==> src/design/sida_pkg.sv <==
// ----------------------------------------------------------------------------
// sida_pkg
// Shared types and constants of the signed integer to decimal ASCII core.
// ----------------------------------------------------------------------------
`default_nettype none

package sida_pkg;

	localparam int unsigned NUM_DIGITS  = 10;
	localparam int unsigned DIG_IDX_W   = 4;
	localparam int unsigned MAG_W       = 32;
	localparam int unsigned THR_W       = 34;
	localparam int unsigned CHAR_W      = 6;

	localparam logic [DIG_IDX_W-1:0] TOP_DIG_IDX = DIG_IDX_W'(NUM_DIGITS - 1);
	localparam logic [CHAR_W-1:0]    CH_ZERO     = 6'd48;
	localparam logic [CHAR_W-1:0]    CH_MINUS    = 6'd45;

	typedef logic [DIG_IDX_W-1:0] dig_idx_t;
	typedef logic [3:0]           digit_t;

	typedef struct packed {
		logic     load;
		logic     step;
		dig_idx_t idx;
	} sida_cmd_t;

	typedef struct packed {
		logic   in_neg;
		digit_t digit;
	} sida_status_t;

	function automatic logic [THR_W-1:0] pow10(input dig_idx_t k);
		logic [THR_W-1:0] p;
		unique case (k)
			4'd0:    p = 34'd1;
			4'd1:    p = 34'd10;
			4'd2:    p = 34'd100;
			4'd3:    p = 34'd1000;
			4'd4:    p = 34'd10000;
			4'd5:    p = 34'd100000;
			4'd6:    p = 34'd1000000;
			4'd7:    p = 34'd10000000;
			4'd8:    p = 34'd100000000;
			4'd9:    p = 34'd1000000000;
			default: p = '0;
		endcase
		return p;
	endfunction

endpackage

`default_nettype wire

==> src/design/sida_datapath.sv <==
// ----------------------------------------------------------------------------
// sida_datapath
// Holds the magnitude and extracts one decimal digit per step, from the most
// significant place down, by comparing against the nine multiples of the
// current power of ten and subtracting the largest one that fits.
// ----------------------------------------------------------------------------
`default_nettype none

module sida_datapath (
	input  wire logic                  clk,
	input  wire logic [31:0]           value,
	input  wire sida_pkg::sida_cmd_t   cmd,
	output sida_pkg::sida_status_t     status
);
	import sida_pkg::*;

	logic [MAG_W-1:0] mag_q;
	logic [THR_W-1:0] pw;
	logic [THR_W-1:0] thr [NUM_DIGITS];
	digit_t           digit;

	always_comb begin
		pw     = pow10(cmd.idx);
		thr[0] = '0;
		digit  = '0;
		for (int j = 1; j < NUM_DIGITS; j++) begin
			thr[j] = pw * THR_W'(j);
		end
		for (int j = 1; j < NUM_DIGITS; j++) begin
			if ({2'b00, mag_q} >= thr[j]) begin
				digit = 4'(j);
			end
		end
	end

	always_ff @(posedge clk) begin
		if (cmd.load) begin
			mag_q <= value[31] ? (~value + 32'd1) : value;
		end else if (cmd.step) begin
			mag_q <= mag_q - thr[digit][MAG_W-1:0];
		end
	end

	assign status.in_neg = value[31];
	assign status.digit  = digit;

endmodule

`default_nettype wire

==> src/design/sida_ctrl.sv <==
// ----------------------------------------------------------------------------
// sida_ctrl
// Sequencer of the converter: emits the sign, walks the ten decimal places,
// suppresses leading zeros and drives the registered result ports.
// ----------------------------------------------------------------------------
`default_nettype none

module sida_ctrl (
	input  wire logic                   clk,
	input  wire logic                   arst_n,
	input  wire logic                   start,
	output logic                        busy,
	input  wire sida_pkg::sida_status_t status,
	output sida_pkg::sida_cmd_t         cmd,
	output logic                        strobe,
	output logic [5:0]                  char_code,
	output logic                        last
);
	import sida_pkg::*;

	typedef enum logic [1:0] {
		ST_IDLE,
		ST_SIGN,
		ST_DIGIT
	} state_t;

	state_t              state_q;
	dig_idx_t            idx_q;
	logic                started_q;
	logic                strobe_q;
	logic [CHAR_W-1:0]   char_q;
	logic                last_q;
	logic                emit;

	assign busy     = (state_q != ST_IDLE);
	assign cmd.load = (state_q == ST_IDLE) && start;
	assign cmd.step = (state_q == ST_DIGIT);
	assign cmd.idx  = idx_q;
	assign emit     = (status.digit != '0) || started_q || (idx_q == '0);

	always_ff @(posedge clk or negedge arst_n) begin
		if (!arst_n) begin
			state_q   <= ST_IDLE;
			idx_q     <= '0;
			started_q <= 1'b0;
			strobe_q  <= 1'b0;
			char_q    <= '0;
			last_q    <= 1'b0;
		end else begin
			unique case (state_q)
				ST_IDLE: begin
					strobe_q <= 1'b0;
					last_q   <= 1'b0;
					if (start) begin
						idx_q     <= TOP_DIG_IDX;
						started_q <= 1'b0;
						state_q   <= status.in_neg ? ST_SIGN : ST_DIGIT;
					end
				end
				ST_SIGN: begin
					strobe_q <= 1'b1;
					char_q   <= CH_MINUS;
					last_q   <= 1'b0;
					state_q  <= ST_DIGIT;
				end
				ST_DIGIT: begin
					strobe_q  <= emit;
					char_q    <= CH_ZERO + {2'b00, status.digit};
					last_q    <= (idx_q == '0);
					started_q <= started_q | emit;
					if (idx_q == '0) begin
						state_q <= ST_IDLE;
					end else begin
						idx_q <= idx_q - dig_idx_t'(1);
					end
				end
				default: begin
					state_q <= ST_IDLE;
				end
			endcase
		end
	end

	assign strobe    = strobe_q;
	assign char_code = char_q;
	assign last      = last_q;

`ifndef SYNTH
	a_last_ends_item: assert property (@(posedge clk) disable iff (!arst_n)
		(strobe_q && last_q) |-> (state_q == ST_IDLE))
		else $error("final character shown while the sequencer is still busy");

	a_units_always_emitted: assert property (@(posedge clk) disable iff (!arst_n)
		(state_q == ST_DIGIT && idx_q == '0) |=> (strobe_q && last_q))
		else $error("units place did not produce the final character");

	a_accept_sets_busy: assert property (@(posedge clk) disable iff (!arst_n)
		(start && !busy) |=> busy)
		else $error("accepted item did not start the sequencer");

	a_minus_not_last: assert property (@(posedge clk) disable iff (!arst_n)
		(strobe_q && char_q == CH_MINUS) |-> !last_q)
		else $error("minus sign flagged as final character");

	a_digit_in_range: assert property (@(posedge clk) disable iff (!arst_n)
		(state_q == ST_DIGIT) |-> (status.digit <= 4'd9))
		else $error("extracted digit out of decimal range");
`endif

endmodule

`default_nettype wire

==> src/design/signed_int_to_decimal_ascii_core.sv <==
// ----------------------------------------------------------------------------
// signed_int_to_decimal_ascii_core
// Converts a 32-bit two's complement integer to its decimal ASCII characters.
// ----------------------------------------------------------------------------
// An item is taken when start is high and busy is low. Its characters then
// appear most significant first, each for one cycle with strobe high: a
// leading '-' for a negative value, then the digits without leading zeros,
// the final one with last high. The receiver cannot stall the block, so the
// results must be taken as they come. The core scans all ten decimal places,
// one place per cycle in a shared compare-and-subtract unit, plus a sign
// step for a negative value, and busy stays high until the units place is
// done; a new item can be taken as soon as busy is low again.
// ----------------------------------------------------------------------------
`default_nettype none

module signed_int_to_decimal_ascii_core (
	input  wire logic        clk,
	input  wire logic        arst_n,
	input  wire logic        start,
	output logic             busy,
	input  wire logic [31:0] value,
	output logic             strobe,
	output logic [5:0]       char_code,
	output logic             last
);
	import sida_pkg::*;

	sida_cmd_t    cmd;
	sida_status_t status;

	sida_ctrl u_ctrl (
		.clk       (clk),
		.arst_n    (arst_n),
		.start     (start),
		.busy      (busy),
		.status    (status),
		.cmd       (cmd),
		.strobe    (strobe),
		.char_code (char_code),
		.last      (last)
	);

	sida_datapath u_datapath (
		.clk    (clk),
		.value  (value),
		.cmd    (cmd),
		.status (status)
	);

endmodule

`default_nettype wire
==> config.mk <==
export PLATFORM = sky130hd
export DESIGN_NAME = signed_int_to_decimal_ascii_core
export DESIGN_NICKNAME = d
export VERILOG_FILES = /design/src/design/sida_pkg.sv /design/src/design/sida_datapath.sv /design/src/design/sida_ctrl.sv /design/src/design/signed_int_to_decimal_ascii_core.sv
export SDC_FILE = /design/constraint.sdc
export NUM_CORES = 1
export LEC_CHECK = 0
export BUFFER_PORTS_ARGS = -buffer_cell sky130_fd_sc_hd__buf_4
export CAP_MARGIN = 20
export CORE_MARGIN = 1.5
export CORE_UTILIZATION = 50
export CTS_BUF_LIST = sky130_fd_sc_hd__clkbuf_8
export DETAILED_ROUTE_END_ITERATION = 16
export MAX_ROUTING_LAYER = met4
export PLACE_DENSITY = 0.66
export SYNTH_ARGS = -nofsm -noshare
export SYNTH_HDL_FRONTEND = slang
export SYNTH_SLANG_ARGS = --single-unit
==> constraint.sdc <==
create_clock -name clk -period 13.9 [get_ports clk]
set_input_delay 0.695 -clock clk [delete_from_list [all_inputs] [get_ports clk]]
set_output_delay 0.695 -clock clk [all_outputs]
set_load 0.005 [all_outputs]
==> impl_metrics.csv, run 1 <==
group,metric,value,unit
sta,finalCriticalPeriod,13160,ps
route,ant_nets,0,
cells_and_area,drive_above_1_share,0.0583,
cells_and_area,stdcell_count,2778,
sta,slew_headroom,0.368,
sta,hold_slack,218,ps
logic_synthesis,avgSynthCellArea,7.92,µm²
route,postRouteWirelength,67500,µm
sta,fin_tns_setup,0,ps
logic_synthesis,synth_top_area_frac,0.299,
flow_run,cap_violations,0,
route,wl_per_cell,24.3,µm
worst_hold_path,hold_class,"in -> async",
route,vias,18600,
place,post-place-ws,969,ps
die,fp.dieW,193,µm
critical_path,crit_path_start,"u_ctrl.idx_q[2]$_DFFE_PN0P_",
cells_and_area,insertedDiodeCount,0,
sta,clock.fmax,76.0,MHz
global_routing,gr-usage-all-layers,0.364,
logic_synthesis,synth_cell_type_count,101,
sta,fin_crit_sh,0.947,
cts,clock_sink_count,47,
critical_path,worst_r2r_startpoint,"u_ctrl.idx_q[2]$_DFFE_PN0P_",
sta,rsz0062_at_grt,"no",
cts,cts_buffers,5,
sta,fin_ws,738,ps
logic_synthesis,ys_ff_latch,47,
cts,cts_setup_buffers,0,
cts,post_cts_resized,0,
critical_path,critPathKind,"reg -> reg",
sta,finClkSkew,16.1,ps
place,dp_hpwl,55300,µm
critical_path,slowest_stage,"a21oi_1",
route,drc,0,
critical_path,rr_worst_depth,41,
route,drtIter0Drc,1809,
die,ioPinCount,44,
logic_synthesis,synth-async-reset-ratio,0.319,
global_routing,grt_max_degree,51,
die,num_rows,69,
critical_path,start_kind,"flip-flop",
logic_synthesis,synth_edf_count,32,
critical_path,slowest_delay,670,ps
logic_synthesis,ys_top_cells_by_area,"ha_1, a21oi_1, edfxtp_1",
route,drtPass1Iterations,7,
global_routing,grt_pass1_vias,17800,
cts,htreeDepth,2,
route,avgViaCountPerCell,6.70,
cells_and_area,final_common_cell,"ha_1",
sta,slew_viol_final,0,
cts,clk_latency,330,ps
die,initial_core_util,0.508,
critical_path,crit_path_end_kind,"flip-flop",
sta,finalHoldViolCount,0,
sta,worst_pin_slew,924,ps
global_routing,antenna_found_initial,1,
die,dieArea,37400,µm²
logic_synthesis,seq_area_frac_synth,0.0738,
logic_synthesis,synth_top_cell_by_area,"ha_1",
logic_synthesis,synth_fp_nets,2781,
critical_path,required,14070,ps
cts,cts_tree,"done",
critical_path,cpMostUsedCell,"o21ai_0",
critical_path,worstPathMaxFanout,20,
die,coreArea,35700,µm²
global_routing,grt_pass1_wl,104000,µm
logic_synthesis,ys.flop_type,"edfxtp_1",
logic_synthesis,yosys_warnings,0,
cts,postCtsHoldBufs,0,
place,place.gp.congestion,1.09,
cells_and_area,area_delta_synth_final,5.37,%
cells_and_area,fin_nets,2809,
cts,cts_root_buf,"clkbuf_8",
die,die_h,193,µm
sta,setup_violations,0,
critical_path,cp.arrival,13340,ps
logic_synthesis,synthCells,2288,
place,placedCellCount,2770,
place,io_buffers,43,
global_routing,grt_remaining_overflow,0,
cells_and_area,layout_common_cells,"ha_1, a21oi_1, nand2_1",
logic_synthesis,syn-cell-area,18100,µm²
cts,clk_pin_slew,100,ps
cts,cts_buffer_depth,2,
outcome,run_status,"completed",
[final cells by class]
type                    instances  area [µm²]
fillers                      3460       16600
multi-input cells            2059       16000
flip-flops and latches         47        1340
repair buffers                 78         586
well taps                     461         577
inverters                     125         469
clock buffers                   5        68.8
clock inverters                 3        12.5
[synth_stat cells, drive strengths merged, types with 7 or more instances]
| master | count |
|---|---|
| ha | 433 |
| a211oi | 34 |
| clkbuf | 30 |
| o211a | 7 |
| mux2 | 16 |
| xnor2 | 86 |
| o21bai | 28 |
| inv | 123 |
| nand3 | 42 |
| o21a | 29 |
| or2 | 14 |
| and3 | 9 |
| buf | 27 |
| a211o | 8 |
| dfrtp | 15 |
| fa | 25 |
| o22ai | 15 |
| o31ai | 12 |
| or4 | 10 |
| nand4 | 55 |
| a31oi | 26 |
| a221oi | 11 |
| and2 | 10 |
| nor3 | 38 |
| nor2b | 29 |
| nand2 | 168 |
| mux2i | 37 |
| o211ai | 26 |
| a2111oi | 10 |
| a21oi | 209 |
| nor2 | 159 |
| o21ai | 169 |
| o221ai | 17 |
| a31o | 8 |
| nand2b | 33 |
| xor2 | 56 |
| edfxtp | 32 |
| a21o | 110 |
| or3 | 19 |
[sequential cells by signal, summed over array words and instances (netlist names)]
signal,count
u_ctrl.state_q,2
u_ctrl.char_code,6
u_ctrl.started_q,1
u_ctrl.idx_q,4
u_ctrl.strobe,1
u_datapath.mag_q,32
u_ctrl.last,1
[per-layer routing]
| metal | part of all wire | track usage | up-vias |
|---|---|---|---|
| met4 | 0.037 | 0.126 | 0 |
| met1 | 0.44 | 0.496 | 8854 |
| met5 | 0 | - | - |
| met2 | 0.43 | 0.553 | 900 |
| met3 | 0.094 | 0.0474 | 120 |
| li1 | - | - | 8742 |
[per-stage QoR]
| step | cell area [µm²] | util |
|---|---|---|
| floorplan | 18100 | - |
| global placement | 19000 | 0.533 |
| detailed placement | 19000 | 0.533 |
| CTS | 19100 | 0.535 |
| global route | 19100 | 0.535 |
| finish | 19100 | 0.535 |
[path summary, 6_finish.rpt]
kind | endpoint | slack, ps
setup reg to reg | u_datapath.mag_q[31]$_DFFE_PP_ | 740
max in group asynchronous | u_ctrl.char_code[3]$_DFFE_PN0P_ | 13490
hold / removal | u_ctrl.idx_q[1]$_DFFE_PN0P_ | 220
min in group clk | u_ctrl.char_code[5]$_DFFE_PN0P_ | 500
setup / recovery | u_datapath.mag_q[31]$_DFFE_PP_ | 740
hold reg to reg | u_ctrl.char_code[5]$_DFFE_PN0P_ | 500
[critical path: cells and delay by family, from the launching register on]
family | cells | cell delay (ps)
buffers and inverters | 2 | 710
adders and majority gates | 4 | 1220
xor gates and xnor gates | 2 | 680
DFF | 1 | 590
and+or+nand+nor | 7 | 2370
AOI/OAI and AO/OA | 26 | 7380
[logic make-up after synthesis]
group / Yosys count / share of synthesized area
AOI/OAI and AO/OA: 792 / 0.290
and+or+nand+nor: 613 / 0.166
adders and majority gates: 458 / 0.327
buffers and inverters: 182 / 0.0418
xor gates and xnor gates: 143 / 0.0699
muxes: 53 / 0.0313
DFF: 47 / 0.0738
Power of run 1 is not shown: default switching activity piles up to over one toggle a cycle in this logic, so the estimate is an artifact.
==> run 2: changes to the inputs <==
CELL_PAD_IN_SITES_DETAIL_PLACEMENT = 1   (was not set)
CELL_PAD_IN_SITES_GLOBAL_PLACEMENT = 1   (was not set)
PLACE_DENSITY = not set   (was 0.66)
PLACE_DENSITY_LB_ADDON = 0.1   (was not set)
==> impl_metrics.csv, run 2 (synthesis gave the netlist of run 1 again) <==
group,metric,value,unit
outcome,run_status,"completed",
global_routing,grtUsageMet3,0.0352,
sta,rsz0062_at_grt,"no",
critical_path,slowest_delay,580,ps
cells_and_area,regArea,1340,µm²
sta,setup_violations,0,
global_routing,grt_pass1_wl,113000,µm
cts,cts_buffer_depth,2,
sta,fin_tns_setup,0,ps
cells_and_area,drive_above_1_share,0.0612,
global_routing,grt_remaining_overflow,0,
cts,clk_latency,310,ps
sta,finalCriticalPeriod,13250,ps
critical_path,critPathKind,"reg -> reg",
die,num_rows,69,
global_routing,grt_pass1_vias,19600,
die,fp.dieW,193,µm
cts,clk_pin_slew,90,ps
cts,clock_sink_count,47,
global_routing,grt_max_degree,45,
cts,cts_tree,"done",
cells_and_area,insertedDiodeCount,0,
global_routing,antenna_found_initial,0,
cells_and_area,area_delta_synth_final,5.82,%
route,drtPass1Iterations,5,
cts,postCtsHoldBufs,0,
critical_path,worstPathMaxFanout,34,
critical_path,slowest_stage,"o21ai_4",
flow_run,cap_violations,0,
global_routing,gr-usage-all-layers,0.396,
global_routing,met2_usage,0.613,
sta,finalHoldViolCount,0,
route,postRouteWirelength,73000,µm
die,dieArea,37400,µm²
critical_path,crit_family,"compound AO/OA/AOI/OAI gates",
critical_path,cp.arrival,13410,ps
sta,slew_headroom,0.221,
place,placedCellCount,2770,
cts,cts_root_buf,"clkbuf_8",
critical_path,required,14060,ps
cells_and_area,fillers,4493,
sta,slew_viol_final,0,
critical_path,crit_path_end_kind,"flip-flop",
cells_and_area,layout_common_cells,"ha_1, a21oi_1, nand2_1",
die,die_h,193,µm
critical_path,path_buf_inv,6,
critical_path,cpMostUsedCell,"ha_1",
cells_and_area,stdcell_count,2782,
sta,finClkSkew,4.80,ps
place,place.gp.congestion,0.992,
cells_and_area,final_common_cell,"ha_1",
cts,cts_buffers,5,
route,vias,19000,
cells_and_area,regMostFlops,"u_datapath.mag_q",
die,ioPinCount,44,
cells_and_area,multi_input_area,16000,µm²
route,drc,0,
route,ant_nets,0,
critical_path,start_kind,"flip-flop",
route,drtIter0Drc,1720,
cells_and_area,largest_reg_flops,32,
global_routing,grt.busiest_layer,"met2",
die,coreArea,35700,µm²
route,avgViaCountPerCell,6.84,
route,wl_per_cell,26.2,µm
global_routing,met1_usage,0.535,
cells_and_area,final_core_util,0.538,
sta,worst_pin_slew,1140,ps
place,dp_hpwl,59600,µm
cells_and_area,fin_nets,2813,
sta,fin_crit_sh,0.953,
cts,htreeDepth,2,
die,initial_core_util,0.508,
sta,clock.fmax,75.5,MHz
worst_hold_path,hold_class,"in -> async",
place,io_buffers,43,
[run 2: cell types whose count changed in the layout (fill, tap and decap cells not counted)]
cell | previous run | this run
clkbuf_8 | 5 | 6
nor2b_1 | 29 | 28
buf_12 | 0 | 1
buf_4 | 78 | 81
inv_1 | 124 | 122
nor2b_2 | 0 | 1
bufinv_16 | 0 | 1
[run 2: layout make-up]
type | instances | share of cell area
multi-input combinational | 2059 | 0.837
sequential | 47 | 0.0697
timing repair buffer | 82 | 0.0328
tap | 461 | 0.0301
inverter | 125 | 0.0245
clock buffer | 6 | 0.00431
clock inverter | 2 | 0.00183
[run 2: worst reg2reg max path, delay by kind of cell, from the launching register on]
kind,cells,cell delay [ps]
buffers and inverters,6,1830
and+or+nand+nor,8,2370
AOI/OAI and AO/OA,21,5860
xor gates and xnor gates,2,780
DFF,1,570
muxes,1,230
adders and majority gates,5,1440
[run 2: final timing paths]
| check | start | endpoint | slack [ps] | depth (start not counted) |
|---|---|---|---|---|
| max | u_ctrl.idx_q[0]$_DFFE_PN0P_ | u_datapath.mag_q[31]$_DFFE_PP_ | 650 | 43 |
| max in group asynchronous | arst_n | u_ctrl.idx_q[1]$_DFFE_PN0P_ | 13500 | 1 |
| min in group clk | u_ctrl.char_code[5]$_DFFE_PN0P_ | u_ctrl.char_code[5]$_DFFE_PN0P_ | 480 | 1 |
| min | arst_n | u_ctrl.state_q[1]$_DFFE_PN0P_ | 220 | 1 |
| min reg2reg | u_ctrl.char_code[5]$_DFFE_PN0P_ | u_ctrl.char_code[5]$_DFFE_PN0P_ | 480 | 1 |
| max reg2reg | u_ctrl.idx_q[0]$_DFFE_PN0P_ | u_datapath.mag_q[31]$_DFFE_PP_ | 650 | 43 |
[run 2: layer usage]
layer / routed length, µm / up-vias
met3: 5470 / 140
met1: 32500 / 9393
li1: - / 8722
met5: 0 / -
met4: 3050 / 0
met2: 32000 / 786
[run 2: timing repair]
item,4_1_cts,5_1_grt
endpoints found under the setup margin,0,3
resized for setup,0,2
setup buffers,0,4
[run 2: stage by stage]
step / hold WS (ps) / instance area (µm²) / worst slack [ps]
4_1_cts: 218 / 19100 / 806
5_1_grt: 226 / 19200 / 114
3_3_place_gp: 457 / 19000 / 1190
2_1_floorplan: 399 / 18100 / 2360
6_report: 222 / 19200 / 651
3_5_place_dp: 453 / 19000 / 825
Power of run 2 is left out for the same reason.
